## config.mk

```make
export PLATFORM = sky130hd
export DESIGN_NAME = afe_uart_register_access_engine_unit_flat
export DESIGN_NICKNAME = d
export VERILOG_FILES = /design/src/hw/rtl/uart_rae_pkg.sv /design/src/hw/rtl/uart_rae_if.sv /design/src/hw/rtl/uart_rae_txn.sv /design/src/hw/rtl/afe_uart_register_access_engine_unit.sv /design/src/flat_wrapper.sv
export SDC_FILE = /design/constraint.sdc
export NUM_CORES = 1
export LEC_CHECK = 0
export ABC_AREA = 1
export BUFFER_PORTS_ARGS = -buffer_cell sky130_fd_sc_hd__clkbuf_2
export CAP_MARGIN = 10
export CELL_PAD_IN_SITES_DETAIL_PLACEMENT = 2
export CELL_PAD_IN_SITES_GLOBAL_PLACEMENT = 2
export CORE_ASPECT_RATIO = 0.8
export CORE_MARGIN = 4
export CORE_UTILIZATION = 37
export CTS_CLUSTER_DIAMETER = 60
export DETAILED_ROUTE_END_ITERATION = 8
export PLACE_DENSITY = 0.76
export SLEW_MARGIN = 20
export SYNTH_ARGS = -nofsm -noshare
export SYNTH_HDL_FRONTEND = slang
export SYNTH_HIERARCHICAL = 1
export SYNTH_SLANG_ARGS = --single-unit
export TNS_END_PERCENT = 30
```

## constraint.sdc

```tcl
create_clock -name clk -period 5.5 [get_ports clk]
set_input_delay 0.825 -clock clk [delete_from_list [all_inputs] [get_ports clk]]
set_output_delay 0.825 -clock clk [all_outputs]
set_load 0.03 [all_outputs]
```

## src/hw/rtl/uart_rae_pkg.sv

```systemverilog
// Shared types and constants for the UART register access engine.
package uart_rae_pkg;

	localparam int unsigned CfgIdxW  = 2;
	localparam int unsigned CfgDataW = 16;
	localparam int unsigned FrameMax = 8;
	localparam int unsigned FrameCntW = $clog2(FrameMax + 1);

	localparam logic [7:0]  AddrMask     = 8'h7F;
	localparam logic [15:0] TickSat      = 16'hFFFF;
	localparam logic [15:0] TimeoutReset = 16'd100;

	typedef enum logic [1:0] {
		CMD_READ  = 2'd0,
		CMD_WRITE = 2'd1,
		CMD_RX    = 2'd2,
		CMD_TICK  = 2'd3
	} cmd_t;

	typedef enum logic [1:0] {
		ST_OK      = 2'd0,
		ST_TIMEOUT = 2'd1,
		ST_RD_CSUM = 2'd2,
		ST_WR_ACK  = 2'd3
	} status_t;

	typedef enum logic {
		KIND_TX   = 1'b0,
		KIND_DONE = 1'b1
	} kind_t;

	typedef enum logic [1:0] {
		PH_IDLE  = 2'd0,
		PH_READ  = 2'd1,
		PH_WRITE = 2'd2
	} phase_t;

	typedef enum logic [CfgIdxW-1:0] {
		CFG_CSUM_BASE = 2'd0,
		CFG_HEADER    = 2'd1,
		CFG_WR_CMD    = 2'd2,
		CFG_TIMEOUT   = 2'd3
	} cfg_idx_t;

	typedef struct packed {
		logic               we;
		logic [CfgIdxW-1:0] idx;
		logic [CfgDataW-1:0] wdata;
	} cfg_wr_t;

	typedef struct packed {
		logic [1:0]  cmd;
		logic [7:0]  command_code;
		logic [7:0]  reg_addr;
		logic [31:0] write_data;
		logic [7:0]  rx_byte;
	} req_item_t;

	// What one request leaves for the output side: a frame of bytes or one finish beat
	typedef struct packed {
		logic                 has;
		kind_t                kind;
		logic [FrameCntW-1:0] len;
		logic [FrameMax-1:0][7:0] bytes;
		logic [31:0]          value;
		status_t              status;
	} txn_res_t;

	function automatic logic [7:0] make_csum(logic [7:0] base, logic [7:0] sum);
		return base + ~sum;
	endfunction

endpackage

```

## src/hw/rtl/uart_rae_if.sv

```systemverilog
// Valid/ready channel interfaces for request and response beats.
interface uart_rae_req_if;
	logic        valid;
	logic        ready;
	logic [1:0]  cmd;
	logic [7:0]  command_code;
	logic [7:0]  reg_addr;
	logic [31:0] write_data;
	logic [7:0]  rx_byte;

	modport source (output valid, cmd, command_code, reg_addr, write_data, rx_byte,
		input ready);
	modport sink (input valid, cmd, command_code, reg_addr, write_data, rx_byte,
		output ready);
endinterface

interface uart_rae_rsp_if;
	logic        valid;
	logic        ready;
	logic        kind;
	logic [7:0]  tx_byte;
	logic [31:0] read_value;
	logic [1:0]  status;
	logic        last;

	modport source (output valid, kind, tx_byte, read_value, status, last, input ready);
	modport sink (input valid, kind, tx_byte, read_value, status, last, output ready);
endinterface

```

## src/hw/rtl/uart_rae_txn.sv

```systemverilog
// Transaction sequencer: protocol state, config registers and per-request results.
module uart_rae_txn (
	input  logic                    clk,
	input  logic                    arst_n,
	input  uart_rae_pkg::cfg_wr_t   cfg,
	input  uart_rae_pkg::req_item_t item,
	input  logic                    go,
	output uart_rae_pkg::txn_res_t  res
);

	logic [7:0]  csum_base_q;
	logic [7:0]  header_q;
	logic [7:0]  wr_cmd_q;
	logic [15:0] timeout_q;

	uart_rae_pkg::phase_t phase_q, phase_d;
	logic [2:0]  bcnt_q, bcnt_d;
	logic [7:0]  sum_q, sum_d;
	logic [7:0]  ack_q, ack_d;
	logic [31:0] acc_q, acc_d;
	logic [15:0] wait_q, wait_d;

	logic [7:0]  addr7;
	logic [7:0]  rd_sum;
	logic [7:0]  wr_sum;
	logic [15:0] wait_inc;
	logic        tmo_hit;
	uart_rae_pkg::cmd_t cmd;

	assign cmd      = uart_rae_pkg::cmd_t'(item.cmd);
	assign addr7    = item.reg_addr & uart_rae_pkg::AddrMask;
	assign rd_sum   = item.command_code + addr7;
	assign wr_sum   = wr_cmd_q + addr7 + item.write_data[7:0] + item.write_data[15:8]
		+ item.write_data[23:16] + item.write_data[31:24];
	assign wait_inc = (wait_q != uart_rae_pkg::TickSat) ? wait_q + 16'd1 : wait_q;
	assign tmo_hit  = (wait_inc >= timeout_q);

	always_ff @(posedge clk or negedge arst_n) begin
		if (!arst_n) begin
			csum_base_q <= '0;
			header_q    <= '0;
			wr_cmd_q    <= '0;
			timeout_q   <= uart_rae_pkg::TimeoutReset;
		end else if (cfg.we) begin
			unique case (uart_rae_pkg::cfg_idx_t'(cfg.idx))
				uart_rae_pkg::CFG_CSUM_BASE: csum_base_q <= cfg.wdata[7:0];
				uart_rae_pkg::CFG_HEADER:    header_q    <= cfg.wdata[7:0];
				uart_rae_pkg::CFG_WR_CMD:    wr_cmd_q    <= cfg.wdata[7:0];
				uart_rae_pkg::CFG_TIMEOUT:   timeout_q   <= cfg.wdata[15:0];
			endcase
		end
	end

	// next state
	always_comb begin
		phase_d = phase_q;
		bcnt_d  = bcnt_q;
		sum_d   = sum_q;
		ack_d   = ack_q;
		acc_d   = acc_q;
		wait_d  = wait_q;
		unique case (cmd)
			uart_rae_pkg::CMD_READ: begin
				if (phase_q == uart_rae_pkg::PH_IDLE) begin
					phase_d = uart_rae_pkg::PH_READ;
					sum_d   = rd_sum;
					bcnt_d  = '0;
					acc_d   = '0;
					wait_d  = '0;
				end
			end
			uart_rae_pkg::CMD_WRITE: begin
				if (phase_q == uart_rae_pkg::PH_IDLE) begin
					phase_d = uart_rae_pkg::PH_WRITE;
					ack_d   = uart_rae_pkg::make_csum(csum_base_q, wr_sum);
					wait_d  = '0;
				end
			end
			uart_rae_pkg::CMD_RX: begin
				if (phase_q == uart_rae_pkg::PH_READ && !bcnt_q[2]) begin
					unique case (bcnt_q[1:0])
						2'd0: acc_d[7:0]   = item.rx_byte;
						2'd1: acc_d[15:8]  = item.rx_byte;
						2'd2: acc_d[23:16] = item.rx_byte;
						2'd3: acc_d[31:24] = item.rx_byte;
					endcase
					sum_d  = sum_q + item.rx_byte;
					bcnt_d = bcnt_q + 3'd1;
				end else if (phase_q != uart_rae_pkg::PH_IDLE) begin
					phase_d = uart_rae_pkg::PH_IDLE;
					bcnt_d  = '0;
					sum_d   = '0;
					ack_d   = '0;
					acc_d   = '0;
					wait_d  = '0;
				end
			end
			uart_rae_pkg::CMD_TICK: begin
				if (phase_q != uart_rae_pkg::PH_IDLE) begin
					if (tmo_hit) begin
						phase_d = uart_rae_pkg::PH_IDLE;
						bcnt_d  = '0;
						sum_d   = '0;
						ack_d   = '0;
						acc_d   = '0;
						wait_d  = '0;
					end else begin
						wait_d = wait_inc;
					end
				end
			end
		endcase
	end

	// results
	always_comb begin
		res        = '0;
		res.kind   = uart_rae_pkg::KIND_TX;
		res.status = uart_rae_pkg::ST_OK;
		unique case (cmd)
			uart_rae_pkg::CMD_READ: begin
				if (phase_q == uart_rae_pkg::PH_IDLE) begin
					res.has      = 1'b1;
					res.len      = uart_rae_pkg::FrameCntW'(4);
					res.bytes[0] = header_q;
					res.bytes[1] = item.command_code;
					res.bytes[2] = addr7;
					res.bytes[3] = uart_rae_pkg::make_csum(csum_base_q, rd_sum);
				end
			end
			uart_rae_pkg::CMD_WRITE: begin
				if (phase_q == uart_rae_pkg::PH_IDLE) begin
					res.has      = 1'b1;
					res.len      = uart_rae_pkg::FrameCntW'(8);
					res.bytes[0] = header_q;
					res.bytes[1] = wr_cmd_q;
					res.bytes[2] = addr7;
					res.bytes[3] = item.write_data[7:0];
					res.bytes[4] = item.write_data[15:8];
					res.bytes[5] = item.write_data[23:16];
					res.bytes[6] = item.write_data[31:24];
					res.bytes[7] = uart_rae_pkg::make_csum(csum_base_q, wr_sum);
				end
			end
			uart_rae_pkg::CMD_RX: begin
				if (phase_q == uart_rae_pkg::PH_READ && bcnt_q[2]) begin
					res.has  = 1'b1;
					res.kind = uart_rae_pkg::KIND_DONE;
					res.len  = uart_rae_pkg::FrameCntW'(1);
					if (item.rx_byte == uart_rae_pkg::make_csum(csum_base_q, sum_q)) begin
						res.value = acc_q;
					end else begin
						res.status = uart_rae_pkg::ST_RD_CSUM;
					end
				end else if (phase_q == uart_rae_pkg::PH_WRITE) begin
					res.has    = 1'b1;
					res.kind   = uart_rae_pkg::KIND_DONE;
					res.len    = uart_rae_pkg::FrameCntW'(1);
					res.status = (item.rx_byte == ack_q) ? uart_rae_pkg::ST_OK
						: uart_rae_pkg::ST_WR_ACK;
				end
			end
			uart_rae_pkg::CMD_TICK: begin
				if (phase_q != uart_rae_pkg::PH_IDLE && tmo_hit) begin
					res.has    = 1'b1;
					res.kind   = uart_rae_pkg::KIND_DONE;
					res.len    = uart_rae_pkg::FrameCntW'(1);
					res.status = uart_rae_pkg::ST_TIMEOUT;
				end
			end
		endcase
	end

	always_ff @(posedge clk or negedge arst_n) begin
		if (!arst_n) begin
			phase_q <= uart_rae_pkg::PH_IDLE;
			bcnt_q  <= '0;
			sum_q   <= '0;
			ack_q   <= '0;
			acc_q   <= '0;
			wait_q  <= '0;
		end else if (go) begin
			phase_q <= phase_d;
			bcnt_q  <= bcnt_d;
			sum_q   <= sum_d;
			ack_q   <= ack_d;
			acc_q   <= acc_d;
			wait_q  <= wait_d;
		end
	end

endmodule

```

## src/hw/rtl/afe_uart_register_access_engine_unit.sv

```systemverilog
// Top level of the UART register access engine: input stage, sequencer, output frame buffer.
//
// Usage:
//   req carries one request beat: start read, start write, received byte or time tick.
//   rsp carries result beats: frame bytes to transmit (kind 0, last on the checksum byte)
//   or one finish beat (kind 1) with read value and status.
//   The user writes the config registers (checksum base, header, write command, timeout)
//   via cfg_we/cfg_idx/cfg_wdata only while the engine is idle; the block does not check.
// Timing: a request is registered on acceptance and evaluated in the next cycle; with the
//   frame buffer free its result frame is loaded into the frame buffer, whose slot 0 is rsp.
// Throughput: requests that produce no results (received data bytes, ticks, ignored
//   requests) are taken every cycle, unless one with results waits in the input stage until
//   the frame buffer is empty or emptying; a frame of N bytes occupies rsp for N beats, so a
//   read start costs 4 beats, a write start 8, a finish 1. The frame buffer's drain sets this.
// Reset: clears the protocol state to idle, empties both stages, and restores the config
//   registers (timeout 100 ticks, others 0).
// Stall: when rsp is not ready the current beat holds and the frame buffer stops shifting;
//   req keeps taking items that produce no results, then backs up behind the input stage.
module afe_uart_register_access_engine_unit (
	input  logic                              clk,
	input  logic                              arst_n,
	uart_rae_req_if.sink                      req,
	uart_rae_rsp_if.source                    rsp,
	input  logic                              cfg_we,
	input  logic [uart_rae_pkg::CfgIdxW-1:0]  cfg_idx,
	input  logic [uart_rae_pkg::CfgDataW-1:0] cfg_wdata
);

	logic                    s1_valid_q;
	uart_rae_pkg::req_item_t item_s1;
	uart_rae_pkg::txn_res_t  res;
	uart_rae_pkg::cfg_wr_t   cfg;

	logic [uart_rae_pkg::FrameMax-1:0][7:0]  fb_byte_q;
	logic [uart_rae_pkg::FrameCntW-1:0]      fb_cnt_q;
	uart_rae_pkg::kind_t     fb_kind_q;
	logic [31:0]             fb_val_q;
	uart_rae_pkg::status_t   fb_st_q;

	logic rsp_beat;
	logic fb_room;
	logic s1_adv;
	logic fb_load;

	assign cfg = '{we: cfg_we, idx: cfg_idx, wdata: cfg_wdata};

	assign rsp_beat  = rsp.valid && rsp.ready;
	assign fb_room   = (fb_cnt_q == '0)
		|| (fb_cnt_q == uart_rae_pkg::FrameCntW'(1) && rsp.ready);
	assign s1_adv    = s1_valid_q && (!res.has || fb_room);
	assign fb_load   = s1_adv && res.has;
	assign req.ready = !s1_valid_q || s1_adv;

	always_ff @(posedge clk or negedge arst_n) begin
		if (!arst_n) begin
			s1_valid_q <= 1'b0;
		end else if (req.ready) begin
			s1_valid_q <= req.valid;
		end
	end

	always_ff @(posedge clk) begin
		if (req.ready && req.valid) begin
			item_s1.cmd          <= req.cmd;
			item_s1.command_code <= req.command_code;
			item_s1.reg_addr     <= req.reg_addr;
			item_s1.write_data   <= req.write_data;
			item_s1.rx_byte      <= req.rx_byte;
		end
	end

	uart_rae_txn u_txn (
		.clk    (clk),
		.arst_n (arst_n),
		.cfg    (cfg),
		.item   (item_s1),
		.go     (s1_adv),
		.res    (res)
	);

	always_ff @(posedge clk or negedge arst_n) begin
		if (!arst_n) begin
			fb_cnt_q <= '0;
		end else if (fb_load) begin
			fb_cnt_q <= res.len;
		end else if (rsp_beat) begin
			fb_cnt_q <= fb_cnt_q - uart_rae_pkg::FrameCntW'(1);
		end
	end

	// frame bytes shift toward slot 0, which is the beat on rsp
	always_ff @(posedge clk) begin
		if (fb_load) begin
			fb_byte_q <= res.bytes;
			fb_kind_q <= res.kind;
			fb_val_q  <= res.value;
			fb_st_q   <= res.status;
		end else if (rsp_beat) begin
			fb_byte_q <= {8'h00, fb_byte_q[uart_rae_pkg::FrameMax-1:1]};
		end
	end

	assign rsp.valid      = (fb_cnt_q != '0);
	assign rsp.kind       = fb_kind_q;
	assign rsp.tx_byte    = fb_byte_q[0];
	assign rsp.read_value = fb_val_q;
	assign rsp.status     = fb_st_q;
	assign rsp.last       = (fb_kind_q == uart_rae_pkg::KIND_TX)
		&& (fb_cnt_q == uart_rae_pkg::FrameCntW'(1));

endmodule

```

## src/flat_wrapper.sv

```systemverilog
// flat-port wrapper written by rule: the top's interface ports become plain ports
module afe_uart_register_access_engine_unit_flat 
  (clk, arst_n, cfg_we, cfg_idx, cfg_wdata, req_valid, req_cmd, req_command_code, req_reg_addr, req_write_data, req_rx_byte, req_ready, rsp_valid, rsp_kind, rsp_tx_byte, rsp_read_value, rsp_status, rsp_last, rsp_ready);
  uart_rae_req_if req_i ();
  uart_rae_rsp_if rsp_i ();
  input  logic clk;
  input  logic arst_n;
  input  logic cfg_we;
  input  logic [uart_rae_pkg::CfgIdxW-1:0] cfg_idx;
  input  logic [uart_rae_pkg::CfgDataW-1:0] cfg_wdata;
  input wire logic [$bits(req_i.valid)-1:0] req_valid;
  input wire logic [$bits(req_i.cmd)-1:0] req_cmd;
  input wire logic [$bits(req_i.command_code)-1:0] req_command_code;
  input wire logic [$bits(req_i.reg_addr)-1:0] req_reg_addr;
  input wire logic [$bits(req_i.write_data)-1:0] req_write_data;
  input wire logic [$bits(req_i.rx_byte)-1:0] req_rx_byte;
  output wire logic [$bits(req_i.ready)-1:0] req_ready;
  output wire logic [$bits(rsp_i.valid)-1:0] rsp_valid;
  output wire logic [$bits(rsp_i.kind)-1:0] rsp_kind;
  output wire logic [$bits(rsp_i.tx_byte)-1:0] rsp_tx_byte;
  output wire logic [$bits(rsp_i.read_value)-1:0] rsp_read_value;
  output wire logic [$bits(rsp_i.status)-1:0] rsp_status;
  output wire logic [$bits(rsp_i.last)-1:0] rsp_last;
  input wire logic [$bits(rsp_i.ready)-1:0] rsp_ready;
  assign req_i.valid = req_valid;
  assign req_i.cmd = req_cmd;
  assign req_i.command_code = req_command_code;
  assign req_i.reg_addr = req_reg_addr;
  assign req_i.write_data = req_write_data;
  assign req_i.rx_byte = req_rx_byte;
  assign req_ready = req_i.ready;
  assign rsp_valid = rsp_i.valid;
  assign rsp_kind = rsp_i.kind;
  assign rsp_tx_byte = rsp_i.tx_byte;
  assign rsp_read_value = rsp_i.read_value;
  assign rsp_status = rsp_i.status;
  assign rsp_last = rsp_i.last;
  assign rsp_i.ready = rsp_ready;
  afe_uart_register_access_engine_unit u_core (.clk(clk), .arst_n(arst_n), .req(req_i), .rsp(rsp_i), .cfg_we(cfg_we), .cfg_idx(cfg_idx), .cfg_wdata(cfg_wdata));
endmodule
```

==> metrics <==
status=finished clean; Critical Path Max Stage Delay=0.40 ns; final setup margin=0.412 ns; Initial Util=37.5%; CTS Sinks=270; Avg Cell Area, Syn=8.77 sq um; Setup TNS=0 ns; Multi-input gate area=0.00615 sq mm; post-route ant nets=0; initial antenna violation count=0; hold buffers post-CTS=0; fmax=just under 200 MHz; Pleak=8.11 nW; first-pass GRT wire length=76000 um; Critical Path Sink Type=primary output; Area growth, synth to finish=15.2%; Setup WS pre-CTS=0.725 ns; period utilization=between 90% and 100%; post-DP HPWL=35800 um; Hold Vio Cnt, Final=0; critical path required time=4.68 ns; Max Cap Viol=0; H-tree depth=2; Net count, final=~2000; post-CTS setup buffer count=0; Routed WL per cell=20.6 um; cells after synthesis=1685; RSZ-0062 raised after global routing=no; DRT iter0 DRCs=785; DRC Markers=0; Antenna Cells=0; worst hold path type=primary input to async pin; clock root buffer=clkbuf_16; Reg2Reg Setup Slack=0.69 ns; max_slew headroom=39.1%; Slew Limit Fails=0; overall die height=187 um; crit-path max FO=12; r2r endpoint=u_core/fb_byte_q[63]; Top cell by count, worst path=nand3_1; Final setup viols=0; Port-buffer cells=125; R2R Path Start=u_core/item_s1[42]; WL final=48900 um; Die X=231 um; clk_lat worst skew=0.53 ns; Synth Warn #=6; clk slew on worst S/H paths=roughly 0.060 ns; min Tclk post-route=5.09 ns; clock tree buffer depth=3; WP data arrival=4.26 ns; First-pass DRT Iterations=5; PwrDens=611 mW/mm^2; # rows=65; Reg2Reg Depth=18; Core ar.=0.0394 sq mm; Vias/cell=5.10; synthesized cell area=0.0148 sq mm; cell family with most CP delay=simple AND/OR/NAND/NOR gates; vias in the first global route=between 10000 and 15000; crit path cell chain=inv_1 -> nor3_1 -> nand4_1 -> nor2_1 -> inv_1 -> o21ai_0 -> ha_1 -> nand2_1 -> inv_1 -> nand2_1 -> nand2_1 -> a21oi_1 -> nand3_1 -> nand3_1 -> nand3_1 -> buf_4 -> nand3_1 -> clkbuf_2; DR vias=between 10000 and 15000; TritonCTS clock tree=done; Tot GR Track Use=around 22%; largest net degree at the start of global routing=93; GPL Wtd Cong=0.846; Die Area=around 0.043 sq mm; CP Launch Type=register; fillers=4399; Least-Margin Pin Slew=a little over 0.9 ns; CTS Buf Count=35; Buf/Inv on CP=5; VDD IR max=0.000353 V; GRT Residual Overflow=0; crit path kind=register to primary output; Layout Skew=0.0236 ns; cts repair resizes=0; register area=approximately 0.0075 sq mm; I/O Pins=127; slowest stage cell on the critical path=dfrtp_1; share of layout cells above drive strength 1=12.5%
==> sequential cells by signal, indices dropped and copies added (netlist names) <==
register                  count
u_core/fb_byte_q             56
u_core/fb_cnt_q               4
u_core/item_s1               57
u_core/rsp.kind               1
u_core/rsp.read_value        32
u_core/rsp.status             2
u_core/rsp.tx_byte            8
u_core/s1_valid_q             1
u_core/u_txn/acc_q           32
u_core/u_txn/ack_q            8
u_core/u_txn/bcnt_q           3
u_core/u_txn/csum_base_q      8
u_core/u_txn/header_q         8
u_core/u_txn/phase_q          2
u_core/u_txn/sum_q            8
u_core/u_txn/timeout_q       16
u_core/u_txn/wait_q          16
u_core/u_txn/wr_cmd_q         8
==> cell type report <==
type | instances | share of cell area, %
clock buffer | 46 | 5.62
clock inverter | 16 | 0.573
inverter | 210 | 4.64
multi-input combinational | 1148 | 36.1
sequential | 270 | 44.3
tap | 536 | 3.94
timing repair buffer | 143 | 4.85
==> worst register-to-register path, cell delays in order, from the launching register on <==
cell and delay [ns]:
edfxtp_1 0.36, inv_1 0.09, fa_1 0.51, inv_1 0.08, fa_1 0.57, fa_1 0.43
ha_1 0.27, fa_1 0.44, nand3_1 0.12, nand2_1 0.09, xnor2_1 0.15, ha_1 0.32
inv_1 0.08, o311ai_0 0.52, nand3_1 0.19, nand2_1 0.11, nor2_1 0.04, inv_1 0.08
nor2_1 0.06
==> per-layer routing <==
layer | track usage (%) | up-vias | share of wire, %
met5 | 0 | - | 0
met4 | 4.23 | 0 | 1.8
met3 | 3.13 | 54 | 4.1
met2 | 39.2 | 194 | 49
met1 | 30.2 | 6197 | 45
li1 | - | 5637 | -
==> power breakdown <==
| group | internal, mW | total (mW) | switching (mW) |
|---|---|---|---|
| combinational | 1.66 | 5.20 | 3.54 |
| clock | 1.23 | 2.16 | 0.921 |
| sequential | 2.75 | 3.05 | 0.307 |
==> how the worst max path moves through the flow <==
stage / from / slack (ns) / to / cells after the start
finish: u_core/u_txn/wait_q[12] / 0.41 / req_ready / 18
global route: u_core/u_txn/wait_q[0] / 0.05 / req_ready / 19
CTS: u_core/u_txn/wait_q[0] / 0.34 / req_ready / 19
detailed placement: u_core/u_txn/wait_q[0] / 0.72 / u_core/u_txn/wait_q[9] / 23
global placement: u_core/item_s1[42] / 0.92 / u_core/fb_byte_q[63] / 18
floorplan: u_core/u_txn/wait_q[0] / 0.84 / u_core/fb_byte_q[10] / 19
==> through the flow <==
stage / utilization, % / area, sq um / hold slack, ns / instances / power, mW
floorplan: - / 14800 / 0.453 / 1686 / 6.48
global placement: 40.5 / 16000 / 0.468 / 2307 / 7.93
detailed placement: 40.5 / 16000 / 0.478 / 2307 / 8.23
CTS: 43.2 / 17000 / 0.420 / 2369 / 10.5
global route: 43.2 / 17000 / 0.447 / 2369 / 11.2
finish: 43.2 / 17000 / 0.391 / 2369 / 10.4
==> cells in the final DEF, fill, tap and decap left out, types with 13 or more instances in the layout <==
cell / n
a21oi_1: 48
buf_4: 14
clkbuf_16: 35
clkbuf_2: 124
dfrtp_1: 111
edfxtp_1: 156
fa_1: 32
ha_1: 64
inv_1: 204
nand2_1: 535
nand3_1: 74
nand4_1: 13
nor2_1: 150
nor2_2: 19
o21ai_0: 115
xnor2_1: 17
xor2_1: 22
(Power assumes the default switching activity.)
